--- src/design/tcw_pkg.sv ---
`timescale 1ns / 1ps

package tcw_pkg;

  localparam int TCW_COLS = 80;
  localparam int TCW_ROWS = 25;

  localparam logic [7:0] CH_NEWLINE = 8'h0A;
  localparam logic [7:0] CH_SPACE   = 8'h20;

  localparam logic [1:0] MODE_WRITE = 2'd0;
  localparam logic [1:0] MODE_CLEAR = 2'd1;
  localparam logic [1:0] MODE_READ  = 2'd2;

  localparam logic CFG_IDX_FG = 1'b0;
  localparam logic CFG_IDX_BG = 1'b1;

  localparam logic [3:0] FG_RESET = 4'd7;
  localparam logic [3:0] BG_RESET = 4'd0;

  typedef struct packed {
    logic [1:0] mode;
    logic [7:0] char_code;
    logic [4:0] read_row;
    logic [6:0] read_col;
  } tcw_in_t;

  typedef struct packed {
    logic [4:0]  cursor_row;
    logic [6:0]  cursor_col;
    logic [15:0] cell_value;
  } tcw_out_t;

  typedef struct packed {
    logic load;
    logic exec;
    logic sweep_row;
    logic sweep_full;
    logic sweep_step;
    logic init_fill;
    logic out_load;
  } tcw_cmd_t;

  typedef struct packed {
    logic mode_clear;
    logic need_scroll;
    logic sweep_last;
  } tcw_stat_t;

endpackage

--- src/design/tcw_ctrl.sv ---
`timescale 1ns / 1ps

module tcw_ctrl import tcw_pkg::*; (
  input  logic      clk,
  input  logic      rst_n,
  input  logic      in_valid,
  output logic      in_ready,
  input  logic      out_ready,
  output logic      out_valid,
  output tcw_cmd_t  cmd,
  input  tcw_stat_t stat
);

  typedef enum logic [4:0] {
    ST_INIT  = 5'b00001,
    ST_IDLE  = 5'b00010,
    ST_EXEC  = 5'b00100,
    ST_SWEEP = 5'b01000,
    ST_DONE  = 5'b10000
  } tcw_state_t;

  tcw_state_t state_r, state_nxt;
  logic       out_valid_r, out_valid_nxt;

  always_comb begin
    state_nxt = state_r;
    cmd       = '0;
    in_ready  = 1'b0;
    case (state_r)
      ST_INIT: begin
        cmd.sweep_step = 1'b1;
        cmd.init_fill  = 1'b1;
        if (stat.sweep_last) begin
          state_nxt = ST_IDLE;
        end
      end
      ST_IDLE: begin
        in_ready = 1'b1;
        if (in_valid) begin
          cmd.load  = 1'b1;
          state_nxt = ST_EXEC;
        end
      end
      ST_EXEC: begin
        cmd.exec = 1'b1;
        if (stat.mode_clear) begin
          cmd.sweep_full = 1'b1;
          state_nxt      = ST_SWEEP;
        end else if (stat.need_scroll) begin
          cmd.sweep_row = 1'b1;
          state_nxt     = ST_SWEEP;
        end else begin
          state_nxt = ST_DONE;
        end
      end
      ST_SWEEP: begin
        cmd.sweep_step = 1'b1;
        if (stat.sweep_last) begin
          state_nxt = ST_DONE;
        end
      end
      ST_DONE: begin
        if (!out_valid_r || out_ready) begin
          cmd.out_load = 1'b1;
          state_nxt    = ST_IDLE;
        end
      end
      default: state_nxt = ST_INIT;
    endcase
  end

  always_comb begin
    out_valid_nxt = out_valid_r;
    if (cmd.out_load) begin
      out_valid_nxt = 1'b1;
    end else if (out_ready) begin
      out_valid_nxt = 1'b0;
    end
  end

  always_ff @(posedge clk) begin
    if (!rst_n) begin
      state_r     <= ST_INIT;
      out_valid_r <= 1'b0;
    end else begin
      state_r     <= state_nxt;
      out_valid_r <= out_valid_nxt;
    end
  end

  assign out_valid = out_valid_r;

  a_state_onehot: assert property (@(posedge clk) disable iff (!rst_n)
    $onehot(state_r))
    else $error("state not one-hot");

  a_accept_to_exec: assert property (@(posedge clk) disable iff (!rst_n)
    in_valid && in_ready |=> state_r == ST_EXEC)
    else $error("accepted item did not start execution");

  a_exec_single: assert property (@(posedge clk) disable iff (!rst_n)
    state_r == ST_EXEC |=> state_r == ST_SWEEP || state_r == ST_DONE)
    else $error("execution step repeated");

  a_no_overwrite: assert property (@(posedge clk) disable iff (!rst_n)
    cmd.out_load |-> !out_valid_r || out_ready)
    else $error("pending result overwritten");

endmodule
--- config.mk ---
export PLATFORM = sky130hd
export DESIGN_NAME = tcw_ctrl
export DESIGN_NICKNAME = d
export VERILOG_FILES = /design/src/design/tcw_pkg.sv /design/src/design/tcw_ctrl.sv
export SDC_FILE = /design/constraint.sdc
export NUM_CORES = 1
export LEC_CHECK = 0
export ABC_AREA = 1
export ABC_CLOCK_PERIOD_IN_PS = 2000
export BUFFER_PORTS_ARGS = -buffer_cell sky130_fd_sc_hd__clkbuf_2
export CELL_PAD_IN_SITES_DETAIL_PLACEMENT = 2
export CELL_PAD_IN_SITES_GLOBAL_PLACEMENT = 2
export CORE_MARGIN = 5
export CORE_UTILIZATION = 24
export DETAILED_ROUTE_END_ITERATION = 6
export PLACE_DENSITY = 0.84
export SLEW_MARGIN = 30
export SYNTH_ARGS = -nofsm -noshare
export SYNTH_HDL_FRONTEND = slang
export SYNTH_SLANG_ARGS = --single-unit
--- constraint.sdc ---
create_clock -name clk -period 2 [get_ports clk]
set_clock_uncertainty 0.05 [all_clocks]
set_input_delay 0.2 -clock clk [delete_from_list [all_inputs] [get_ports clk]]
set_output_delay 0.2 -clock clk [all_outputs]
set_load 0.05 [all_outputs]
==> summary.txt, run 1 <==
Status
  • Status: complete, no violations

Yosys
  • Avg Synthesized Cell Area: 6.611 um2
  • Largest cells by area after synthesis: dfxtp_1 (30%), inv_1 (14%), nor2_1 (8.5%)
  • Post-synthesis sequential area ratio: ~30%
  • Yosys top cell by area: dfxtp_1
  • Post-Syn Instances: 60
  • Top cell type's share of synthesized area: between 30% and 40%
  • Cell area after synthesis: slightly below 400 um2
  • Syn nets: 67
  • Post-synth cell types: 18
  • Warning count from the yosys run: 0
  • Yosys reg bits: 6

Cells and area
  • Nets: 86
  • Commonest cells after routing, fill and taps aside: inv_1 (15), clkbuf_2 (15), nor2_1 (9), dfxtp_1 (6)
  • Ant. Diodes: 0
  • Layout area overhead: 27.76%
  • Finished Layout Cells: slightly above 90
  • Layout cells sized above 1: approximately two fifths
  • Fillers: 200

Clock network
  • Post-CTS Hold Buffers: 0
  • CTS tree: done
  • H-tree depth: 1
  • Root Driver: clkbuf_4
  • Post-CTS Setup Bufs: 0
  • Clock latency at the later pin of the worst-skew pair: 0.25 ns
  • Clk slew on worst S/H paths: 0.05 ns
  • Post-cts sizing count: 0
  • Clock Path Buffers: 2
  • Num Clock Sinks: 6
  • Num CTS Buffers: 3

Routing
  • Final wirelength: 1145 um
  • Post-route ant nets: 0
  • Initial DRC count: 5
  • TritonRoute pass-1 iters: 3
  • Residual DRC: 0
  • Vias per cell: 4.473
  • WL per Instance: 12.31 um
  • Vias: 416

Timing
  • Fin Setup TNS: 0 ns
  • Setup violators final: 0
  • Hold Violations, Final: 0
  • Hold slack: 0.1045 ns
  • RSZ-0062 raised after global routing: false
  • Fmax: between 600 and 700 MHz
  • Post-route clock period utilization: 80.86%
  • Minimum clock period: between 1.5 and 2 ns
  • Max Slew Vio Count: 0
  • Worst slew margin: between 80% and 90%
  • Slew @ Worst Pin: ~0.29 ns

Power and ir drop
  • Worst VDD drop: 0.0002894 V
  • P_leak: 0.2748 nW
  • Pwr dens: 873.8 nW/um2

Worst hold path
  • Tightest Hold Check Type: primary input to register

Placed design
  • Post-placement cell count: 90
  • DP HPWL: 989.8 um
  • RePlAce Congestion: around 0.77
  • Port Buffer Count: 15

Critical path
  • CP top delay family: simple AND/OR/NAND/NOR gates
  • Crit path cell chain: inv_1 -> nor2_2 -> nand3_1 -> nor2_1 -> clkbuf_2
  • Max FO, Critical Path: 5
  • Critical Path Slowest Stage Cell: dfxtp_1
  • Crit. End Element: output pin
  • Arrival time worst endpoint: approximately 1.4 ns
  • CP max stage delay: 0.37 ns
  • Crit path required time: 1.75 ns
  • Crit path launch type: register
  • Buf/Inv on CP: 2
  • Setup CP Type: register to output pin

Floorplanning
  • Die extent in x: 50.65 um
  • Die ar.: 2565 um2
  • Cell Rows: 14
  • Die Ht: slightly above 50 um
  • Ports: 16
  • Core area: about 1500 um2
  • Initial Utilization: between 20% and 30%

Global route
  • Grt ovf: 0
  • GRT Total Usage: approximately 11%
  • Number of global-route vias before repair: 485
  • Initial antenna violation count: 0
  • First-pass GRT wire length: ~2200 um
  • Largest net degree at the start of global routing: 6

Job
  • Total of max-cap violations: 0
## flip-flops by register name, indices dropped and copies added (netlist names)
| name | cells |
|---|---|
| state_r | 5 |
| out_valid | 1 |
## cell type report
cell class / instances / area [um2] / area share, %
timing repair buffer: 15 / 75.07 / 14.81
sequential: 6 / 120.1 / 23.70
tap: 16 / 20.02 / 3.951
inverter: 16 / 60.06 / 11.85
clock buffer: 3 / 22.52 / 4.444
multi-input combinational: 37 / 209.0 / 41.23
## where the power goes
group          total, W  internal [W]  leakage [nW]  switching, W
registers      0.000144      0.000131        0.0489     0.0000138
clock network  0.000115     0.0000681        0.0138     0.0000468
logic          0.000183     0.0000459         0.212      0.000137
## cells by family (layout without fill, tap and decap cells)
| logic type | count (synthesis) | count (layout) | synth area share [%] |
|---|---|---|---|
| AOI/OAI and AO/OA | 5 | 5 | 8.204 |
| buffers and inverters | 17 | 34 | 17.03 |
| DFF | 6 | 6 | 30.29 |
| and+or+nand+nor | 32 | 32 | 44.48 |
## routing by layer
metal | vias to the layer above | global-route usage, % | wire length, um
li1 | 219 | - | -
met1 | 191 | 13.88 | 527
met2 | 6 | 16.74 | 590
met3 | 0 | 1.479 | 27
met4 | 0 | 7.660 | 0
met5 | - | 0 | 0
## path summary, 6_finish.rpt
kind | start | to | slack (ns) | depth (start not counted)
max reg2reg | state_r[2]$_SDFFE_PN0P_ | state_r[4]$_SDFFE_PN0P_ | 0.81 | 6
min reg2reg | state_r[4]$_SDFFE_PN0P_ | out_valid$_SDFFE_PN0P_ | 0.51 | 2
min | rst_n | state_r[0]$_SDFFE_PN1P_ | 0.10 | 2
max | state_r[2]$_SDFFE_PN0P_ | cmd[3] | 0.38 | 5
## metrics by stage
stage	power, W	instance area [um2]	setup WS, ns	utilization, %
2_1_floorplan	0.0002866	396.6	0.4528	-
3_3_place_gp	0.0003282	484.2	0.6747	31.41
3_5_place_dp	0.0003345	484.2	0.6464	31.41
4_1_cts	0.0004515	506.7	0.3589	32.87
5_1_grt	0.0004788	506.7	0.2255	32.87
6_report	0.0004428	506.7	0.3828	32.87
## Yosys cell counts, drive strengths merged
master and number:
a21oi 3, buf 1, dfxtp 6, inv 16
nand2 6, nand3 8, nand4 1, nor2 15
nor3 1, o211ai 1, o22ai 1, or2 1
No activity file was read; power rests on OpenSTA's default activity.
==> inputs of run 2 (changes only) <==
Settings changed: ABC_CLOCK_PERIOD_IN_PS 2000 to 1600, CORE_UTILIZATION 24 to 22, PLACE_DENSITY 0.84 to 0.78.
Clock period 2 ns to 1.6 ns, I/O delays scaled along.
==> run 2 against run 1 <==
Against the previous run: setup slack worse by 0.30 ns; via count rose by 0.24%; sequential power is 26% higher; final area rose by 6.7%; register-to-register slack lost 0.38 ns; total power grew 27%; flip-flop and latch count stayed put; hold slack got worse by 0.0092 ns; die area grew 7.3%; wire length increased by 3.0%; first-iteration DRC count decreased by 20%; highest routed layer unchanged.
==> summary.txt, run 2 (same netlist as run 1, synthesis figures left out) <==
Status
  • Status: complete, no violations (unchanged)

Critical path
  • Crit path cell chain: inv_1 -> nor2_2 -> nand3_2 -> nor2_1 -> clkbuf_4 (was inv_1 -> nor2_2 -> nand3_1 -> nor2_1 -> clkbuf_2)
  • Crit. End Element: output pin (unchanged)
  • Crit path launch type: register (unchanged)
  • CP max stage delay: 0.39 ns (was 0.37 ns)
  • Setup CP Type: register to output pin (unchanged)
  • Arrival time worst endpoint: 1.31 ns (was 1.37 ns)
  • Max FO, Critical Path: 5 (unchanged)
  • Critical Path Slowest Stage Cell: dfxtp_1 (unchanged)
  • Crit path required time: 1.39 ns (was 1.75 ns)
  • Buf/Inv on CP: 2 (unchanged)
  • CP top delay family: flip-flops (was simple AND/OR/NAND/NOR gates)

Cells and area
  • Layout area overhead: 36.28% (was 27.76%)
  • Commonest cells after routing, fill and taps aside: inv_1 (15), nor2_1 (9), clkbuf_2 (8), clkbuf_4 (7), dfxtp_1 (6) (was inv_1 (15), clkbuf_2 (15), nor2_1 (9), dfxtp_1 (6))
  • Most common library cell in the layout ignoring fill and taps: inv_1
  • Nets: 86 (unchanged)
  • Util after Layout: 31.30% (was 32.87%)
  • Design area: 540.5 um2 (was 506.7 um2)
  • Largest register FFs: 5 (unchanged)
  • Layout cells sized above 1: 42.86% (was 41.56%)
  • Ant. Diodes: 0 (unchanged)
  • Most flops, register: state_r (unchanged)

Timing
  • Setup violators final: 0 (unchanged)
  • Hold Violations, Final: 0 (unchanged)
  • Fmax: around 660 MHz
  • Minimum clock period: roughly 1.5 ns
  • Post-route clock period utilization: 94.78%
  • Hold slack: 0.09527 ns (was 0.1045 ns)
  • Worst slew margin: 81.22% (was 80.77%)
  • Setup slack after layout: 0.08359 ns (was 0.3828 ns)
  • Max Slew Vio Count: 0 (unchanged)
  • Slew @ Worst Pin: 0.2828 ns (was 0.2897 ns)

Floorplanning
  • Cell Rows: 15 (was 14)
  • Core area: 1727 um2 (was 1541 um2)
  • Die Ht: 52.46 um (was 50.65 um)
  • Initial Utilization: 22.97% (was 25.73%)
  • Die ar.: 2752 um2 (was 2565 um2)
  • Die extent in x: 52.46 um (was 50.65 um)
  • Ports: 16 (unchanged)

Global route
  • Grt ovf: 0 (unchanged)
  • First-pass GRT wire length: 2111 um (was 2187 um)
  • Number of global-route vias before repair: 472 (was 485)
  • Initial antenna violation count: 0 (unchanged)
  • Largest net degree at the start of global routing: 6 (unchanged)
  • GRT Total Usage: 10.36% (was 10.93%)

Power and ir drop
  • Pwr dens: 1036 nW/um2 (was 873.8 nW/um2)
  • P_leak: 0.2813 nW (was 0.2748 nW)
  • Worst VDD drop: 0.0003400 V (was 0.0002894 V)

Clock network
  • CTS tree: done (unchanged)
  • Root Driver: clkbuf_4 (unchanged)
  • Post-CTS Hold Buffers: 0 (unchanged)
  • H-tree depth: 1 (unchanged)
  • Num CTS Buffers: 3 (unchanged)
  • Num Clock Sinks: 6 (unchanged)
  • Clk slew on worst S/H paths: 0.04 ns (was 0.05 ns)
  • Clock Path Buffers: 2 (unchanged)
  • Clock latency at the later pin of the worst-skew pair: 0.24 ns (was 0.25 ns)

Routing
  • Initial DRC count: 4 (was 5)
  • TritonRoute pass-1 iters: 3 (unchanged)
  • WL per Instance: 11.56 um (was 12.31 um)
  • Post-route ant nets: 0 (unchanged)
  • Vias per cell: 4.088 (was 4.473)
  • Residual DRC: 0 (unchanged)
  • Vias: 417 (was 416)
  • Final wirelength: 1179 um (was 1145 um)

Placed design
  • Placed Area: 495.5 um2 (was 484.2 um2)
  • Port Buffer Count: 15 (unchanged)
  • Worst slack, placed: 0.2634 ns (was 0.6464 ns)
  • DP HPWL: 1001 um (was 989.8 um)
  • RePlAce Congestion: 0.7253 (was 0.7674)

Worst hold path
  • Tightest Hold Check Type: primary input to register (unchanged)

Job
  • Total of max-cap violations: 0 (unchanged)
## run 2: cell types whose count changed in the layout (fill, tap and decap cells not counted)
| cell | previous run | this run |
|---|---|---|
| clkbuf_2 | 15 | 8 |
| clkbuf_4 | 3 | 7 |
| buf_2 | 0 | 2 |
| buf_4 | 0 | 1 |
| nand3_1 | 5 | 4 |
| nand3_2 | 3 | 4 |
| nor2_2 | 5 | 4 |
| nor2_4 | 1 | 2 |
## run 2: layout make-up
| type | instances | area, um2 |
|---|---|---|
| multi-input cells | 37 | 219.0 |
| inverters | 16 | 60.06 |
| flip-flops and latches | 6 | 120.1 |
| clock buffers | 3 | 22.52 |
| fillers | 223 | 1186 |
| well taps | 25 | 31.28 |
| repair buffers | 15 | 87.58 |
## run 2: timing repair
| item | 4_1_cts | 5_1_grt |
|---|---|---|
| setup endpoints to repair | 0 | 8 |
| setup buffers | 0 | 0 |
| gates resized for setup | 0 | 15 |
## run 2: power by group
part | internal, W | switching (W) | total, W | leakage [nW]
Combinational | 0.0000685 | 0.000174 | 0.000242 | 0.219
Sequential | 0.000164 | 0.0000172 | 0.000181 | 0.0489
Clock | 0.0000847 | 0.0000527 | 0.000137 | 0.0138
Total | 0.000317 | 0.000243 | 0.000560 | 0.281
## run 2: worst register-to-register path: stages, from the launching register on
cell and delay, ns:
dfxtp_1 0.32, inv_1 0.04, or2_2 0.31, nor2_2 0.15
nor2_2 0.06, nand3_1 0.08, a21oi_2 0.06
## run 2: final timing paths
path                                              start  slack [ns]  cells after the start                       to
worst max-delay path            state_r[2]$_SDFFE_PN0P_        0.08                      5                   cmd[3]
worst min-delay path                              rst_n         0.1                      2  state_r[0]$_SDFFE_PN1P_
worst max register to register   out_valid$_SDFFE_PN0P_        0.43                      6  state_r[1]$_SDFFE_PN0P_
worst min register to register  state_r[4]$_SDFFE_PN0P_        0.52                      2   out_valid$_SDFFE_PN0P_
## run 2: layer usage
layer  vias to the layer above  track usage (%)  wire [um]
met3                         0            1.425         20
met2                         7            16.32        632
li1                        216                -          -
met5                         -                0          0
met4                         0            6.383          0
met1                       194            13.12        527
## run 2: through the flow
step           TNS [ns]  cells  power (W)
3_5_place_dp          0     99  0.0004152
6_report              0    102  0.0005602
5_1_grt         -0.1425    102  0.0005977
4_1_cts               0    102  0.0005574
3_3_place_gp          0     99  0.0004104
2_1_floorplan         0     60  0.0003583
==> inputs of run 3 (changes only) <==
Settings changed: ABC_AREA 1 to unset, CORE_UTILIZATION 22 to 24.
==> run 3 against run 2 <==
Against the previous run: the run now ends with negative setup slack left; cell count grew 0.98%; core utilization is 11 points higher; wire length grew 61%; global-route usage rose by 5.6 points; register-to-register slack worse by 0.38 ns; setup slack lost 0.17 ns; total power shrank 3.8%; flip-flop and latch count did not move; hold slack better by 0.021 ns; combinational power decreased by 6%; synthesized cell count shrank 12%; critical path type unchanged; critical endpoint is now cmd[6]; largest cell class unchanged.
==> summary.txt, run 3 <==
Cells and area
  • Fillers: 201 (was 223)
  • Ant. Diodes: 0 (unchanged)
  • Most common library cell in the layout ignoring fill and taps: buf_4 (was inv_1)
  • Layout cells sized above 1: 55.13% (was 42.86%)
  • FF/Latch Area: 123.9 um2 (was 120.1 um2)
  • Multi-input logic area: 300.3 um2 (was 219.0 um2)
  • Nets: 87 (was 86)
  • Layout area overhead: 70.26% (was 36.28%)
  • Most flops, register: state_r (unchanged)
  • Largest register FFs: 5 (unchanged)
  • Commonest cells after routing, fill and taps aside: buf_4 (11), clkbuf_2 (7), nor2_1 (5), inv_1 (4) (was inv_1 (15), nor2_1 (9), clkbuf_2 (8), clkbuf_4 (7), dfxtp_1 (6))
  • Finished Layout Cells: 103 (was 102)

Global route
  • Grt ovf: 0 (unchanged)
  • Number of global-route vias before repair: 582 (was 472)
  • First-pass GRT wire length: 2980 um (was 2111 um)
  • GRT Total Usage: 15.91% (was 10.36%)
  • Largest net degree at the start of global routing: 10 (was 6)
  • Initial antenna violation count: 0 (unchanged)

Power and ir drop
  • Sequential power share: 31.4% (was 32.3%)
  • Comb pwr share: 42.1% (was 43.2%)
  • P_leak: 0.2957 nW (was 0.2813 nW)
  • Internal Pwr Total: 0.0003381 W (was 0.0003168 W)
  • Clock power share: 26.6% (was 24.5%)
  • Worst VDD drop: 0.0004105 V (was 0.0003400 V)
  • Pwr Total: 0.0005391 W (was 0.0005602 W)
  • Sw frac: 37.30% (was 43.45%)
  • Pwr dens: 737.9 nW/um2 (was 1036 nW/um2)
  • Switch Pwr: 0.0002011 W (was 0.0002434 W)

Critical path
  • Max FO, Critical Path: 3 (was 5)
  • Crit path cell chain: or3_4 -> nor3_4 -> and2_4 -> clkbuf_16 (was inv_1 -> nor2_2 -> nand3_2 -> nor2_1 -> clkbuf_4)
  • Setup CP Type: register to output pin (unchanged)
  • Crit. End Element: output pin (unchanged)
  • Crit path required time: 1.39 ns (about the same)
  • Crit path launch type: register (unchanged)
  • CP max stage delay: 0.40 ns (was 0.39 ns)
  • CP top delay family: simple AND/OR/NAND/NOR gates (was flip-flops)
  • Buf/Inv on CP: 1 (was 2)
  • Critical Path Slowest Stage Cell: or3_4 (was dfxtp_1)
  • Arrival time worst endpoint: 1.48 ns (was 1.31 ns)

Timing
  • Worst slew margin: 80.60% (was 81.22%)
  • Slew @ Worst Pin: 0.2885 ns (was 0.2828 ns)
  • RSZ-0062 raised after global routing: true
  • Hold Violations, Final: 0 (unchanged)
  • Post-route clock period utilization: 105.4% (was 94.78%)
  • Setup slack after layout: -0.08706 ns (was 0.08359 ns)
  • Fmax: 592.7 MHz (was 659.5 MHz)
  • Max Slew Vio Count: 0 (unchanged)
  • Minimum clock period: 1.687 ns (was 1.516 ns)
  • Setup violators final: 2 (was 0)

Status
  • Status: finished, violations left (was complete, no violations)
  • Failing checks: negative setup slack

Routing
  • Final wirelength: 1898 um (was 1179 um)
  • Residual DRC: 0 (unchanged)
  • Initial DRC count: 3 (was 4)
  • WL per Instance: 18.43 um (was 11.56 um)
  • TritonRoute pass-1 iters: 4 (was 3)
  • Vias: 487 (was 417)
  • Post-route ant nets: 0 (unchanged)
  • Vias per cell: 4.728 (was 4.088)

Yosys
  • Largest cells by area after synthesis: dfxtp_1 (28%), o22ai_2 (5.8%), nor2_1 (5.2%) (was dfxtp_1 (30%), inv_1 (14%), nor2_1 (8.5%))
  • Synth top cells by count: dfxtp_1 (6), nor2_1 (6), inv_1 (5), and2_1 (3), nand3_1 (3) (was inv_1 (15), nor2_1 (9), dfxtp_1 (6), nand3_1 (5), nor2_2 (5))
  • Yosys reg bits: 6 (unchanged)
  • Top cell type's share of synthesized area: 27.99% (was 30.28%)
  • Post-synth cell types: 29 (was 18)
  • Avg Synthesized Cell Area: 8.097 um2 (was 6.611 um2)
  • Post-synth top flop: dfxtp_1 (unchanged)
  • Warning count from the yosys run: 0 (unchanged)
  • Fraction of registers with async set/reset: 0% (unchanged)
  • Syn nets: 60 (was 67)
  • Post-synth EDFFs: 0 (unchanged)
  • Yosys top cell by area: dfxtp_1 (unchanged)
  • Post-synthesis sequential area ratio: 27.99% (was 30.28%)
  • Cell area after synthesis: 429.2 um2 (was 396.6 um2)
  • Post-Syn Instances: 53 (was 60)

Floorplanning
  • Core area: 1708 um2 (was 1727 um2)
  • Die ar.: 2734 um2 (was 2752 um2)
  • Die extent in x: 52.29 um (was 52.46 um)
  • Ports: 16 (unchanged)
  • Cell Rows: 15 (unchanged)
  • Initial Utilization: 25.13% (was 22.97%)
  • Die Ht: 52.29 um (was 52.46 um)

Clock network
  • Clock latency at the later pin of the worst-skew pair: 0.25 ns (was 0.24 ns)
  • Num CTS Buffers: 3 (unchanged)
  • Clk slew on worst S/H paths: 0.05 ns (was 0.04 ns)
  • Root Driver: clkbuf_4 (unchanged)
  • H-tree depth: 1 (unchanged)
  • Num Clock Sinks: 6 (unchanged)
  • CTS tree: done (unchanged)
  • Clock Path Buffers: 2 (unchanged)

Placed design
  • Post-placement cell count: 96 (was 99)
  • RePlAce Congestion: 0.7108 (was 0.7253)
  • Port Buffer Count: 15 (unchanged)
  • Worst slack, placed: -0.01009 ns (was 0.2634 ns)
  • DP HPWL: 1238 um (was 1001 um)

Worst hold path
  • Tightest Hold Check Type: primary input to register (unchanged)

Job
  • Total of max-cap violations: 0 (unchanged)
==> run 3: cell types whose count changed after synthesis, sizes merged, moves of 3 or more <==
cell   previous run  this run
inv              16         5
nor2             15         6
nand3             8         3
nand2             6         2
a21oi             3         0
and2              0         3
==> run 3: per-layer routing <==
| layer | global-route usage (%) | part of all wire (%) | vias up |
|---|---|---|---|
| met4 | 3.404 | 1.5 | 0 |
| met1 | 15.90 | 38 | 233 |
| met3 | 5.413 | 3.5 | 2 |
| met5 | 0 | 0 | - |
| met2 | 30.99 | 57 | 19 |
| li1 | - | - | 233 |
==> run 3: what timing repair did <==
item | 4_1_cts | 5_1_grt
gates resized for setup | 18 | 13
endpoints found under the setup margin | 8 | 9
setup buffers | 3 | 1
hold buffers | 0 | 0
pin swaps | 5 | 1
cloned | 0 | 0
==> run 3: kinds of logic after synthesis <==
group                     Yosys count  share of synthesized area [%]
AOI/OAI and AO/OA                  10                          18.66
and+or+nand+nor                    26                          37.03
buffers and inverters               8                          9.912
DFF                                 6                          27.99
muxes                               1                          2.332
xor gates and xnor gates            2                          4.082
==> run 3: power groups by stage <==
stage,clock network [W],logic (W),registers (W)
final,0.000143,0.000227,0.000169
after global routing,0.000162,0.000239,0.000169
after CTS,0.000152,0.000214,0.000165
after detailed placement,0,0.000183,0.000166
after global placement,0,0.000176,0.000166
after floorplan,0,0.000126,0.000165
==> run 3: stage by stage <==
step	utilization, %	setup TNS, ns	cell area, um2	hold slack [ns]
6_report	42.78	-0.1276	730.7	0.1167
5_1_grt	42.78	-0.3985	730.7	0.1093
4_1_cts	40.88	-0.1021	698.2	0.1095
3_5_place_dp	33.41	-0.01009	570.5	0.3789
3_3_place_gp	33.41	0	570.5	0.3598
2_1_floorplan	-	-0.6972	442.9	0.1900
==> run 3: final timing paths <==
path,start,to,slack [ns],depth (start not counted)
worst min register to register,out_valid$_SDFFE_PN0P_,out_valid$_SDFFE_PN0P_,0.64,3
worst max register to register,state_r[0]$_SDFFE_PN1P_,state_r[4]$_SDFFE_PN0P_,0.05,6
worst min-delay path,in_valid,state_r[1]$_SDFFE_PN0P_,0.12,2
worst max-delay path,state_r[0]$_SDFFE_PN1P_,cmd[6],-0.09,4
==> run 3: layout make-up <==
| type | instances | area share, % |
|---|---|---|
| inverters | 5 | 3.082 |
| multi-input cells | 39 | 41.10 |
| clock buffers | 3 | 3.082 |
| flip-flops and latches | 6 | 16.95 |
| well taps | 25 | 4.281 |
| repair buffers | 25 | 31.51 |
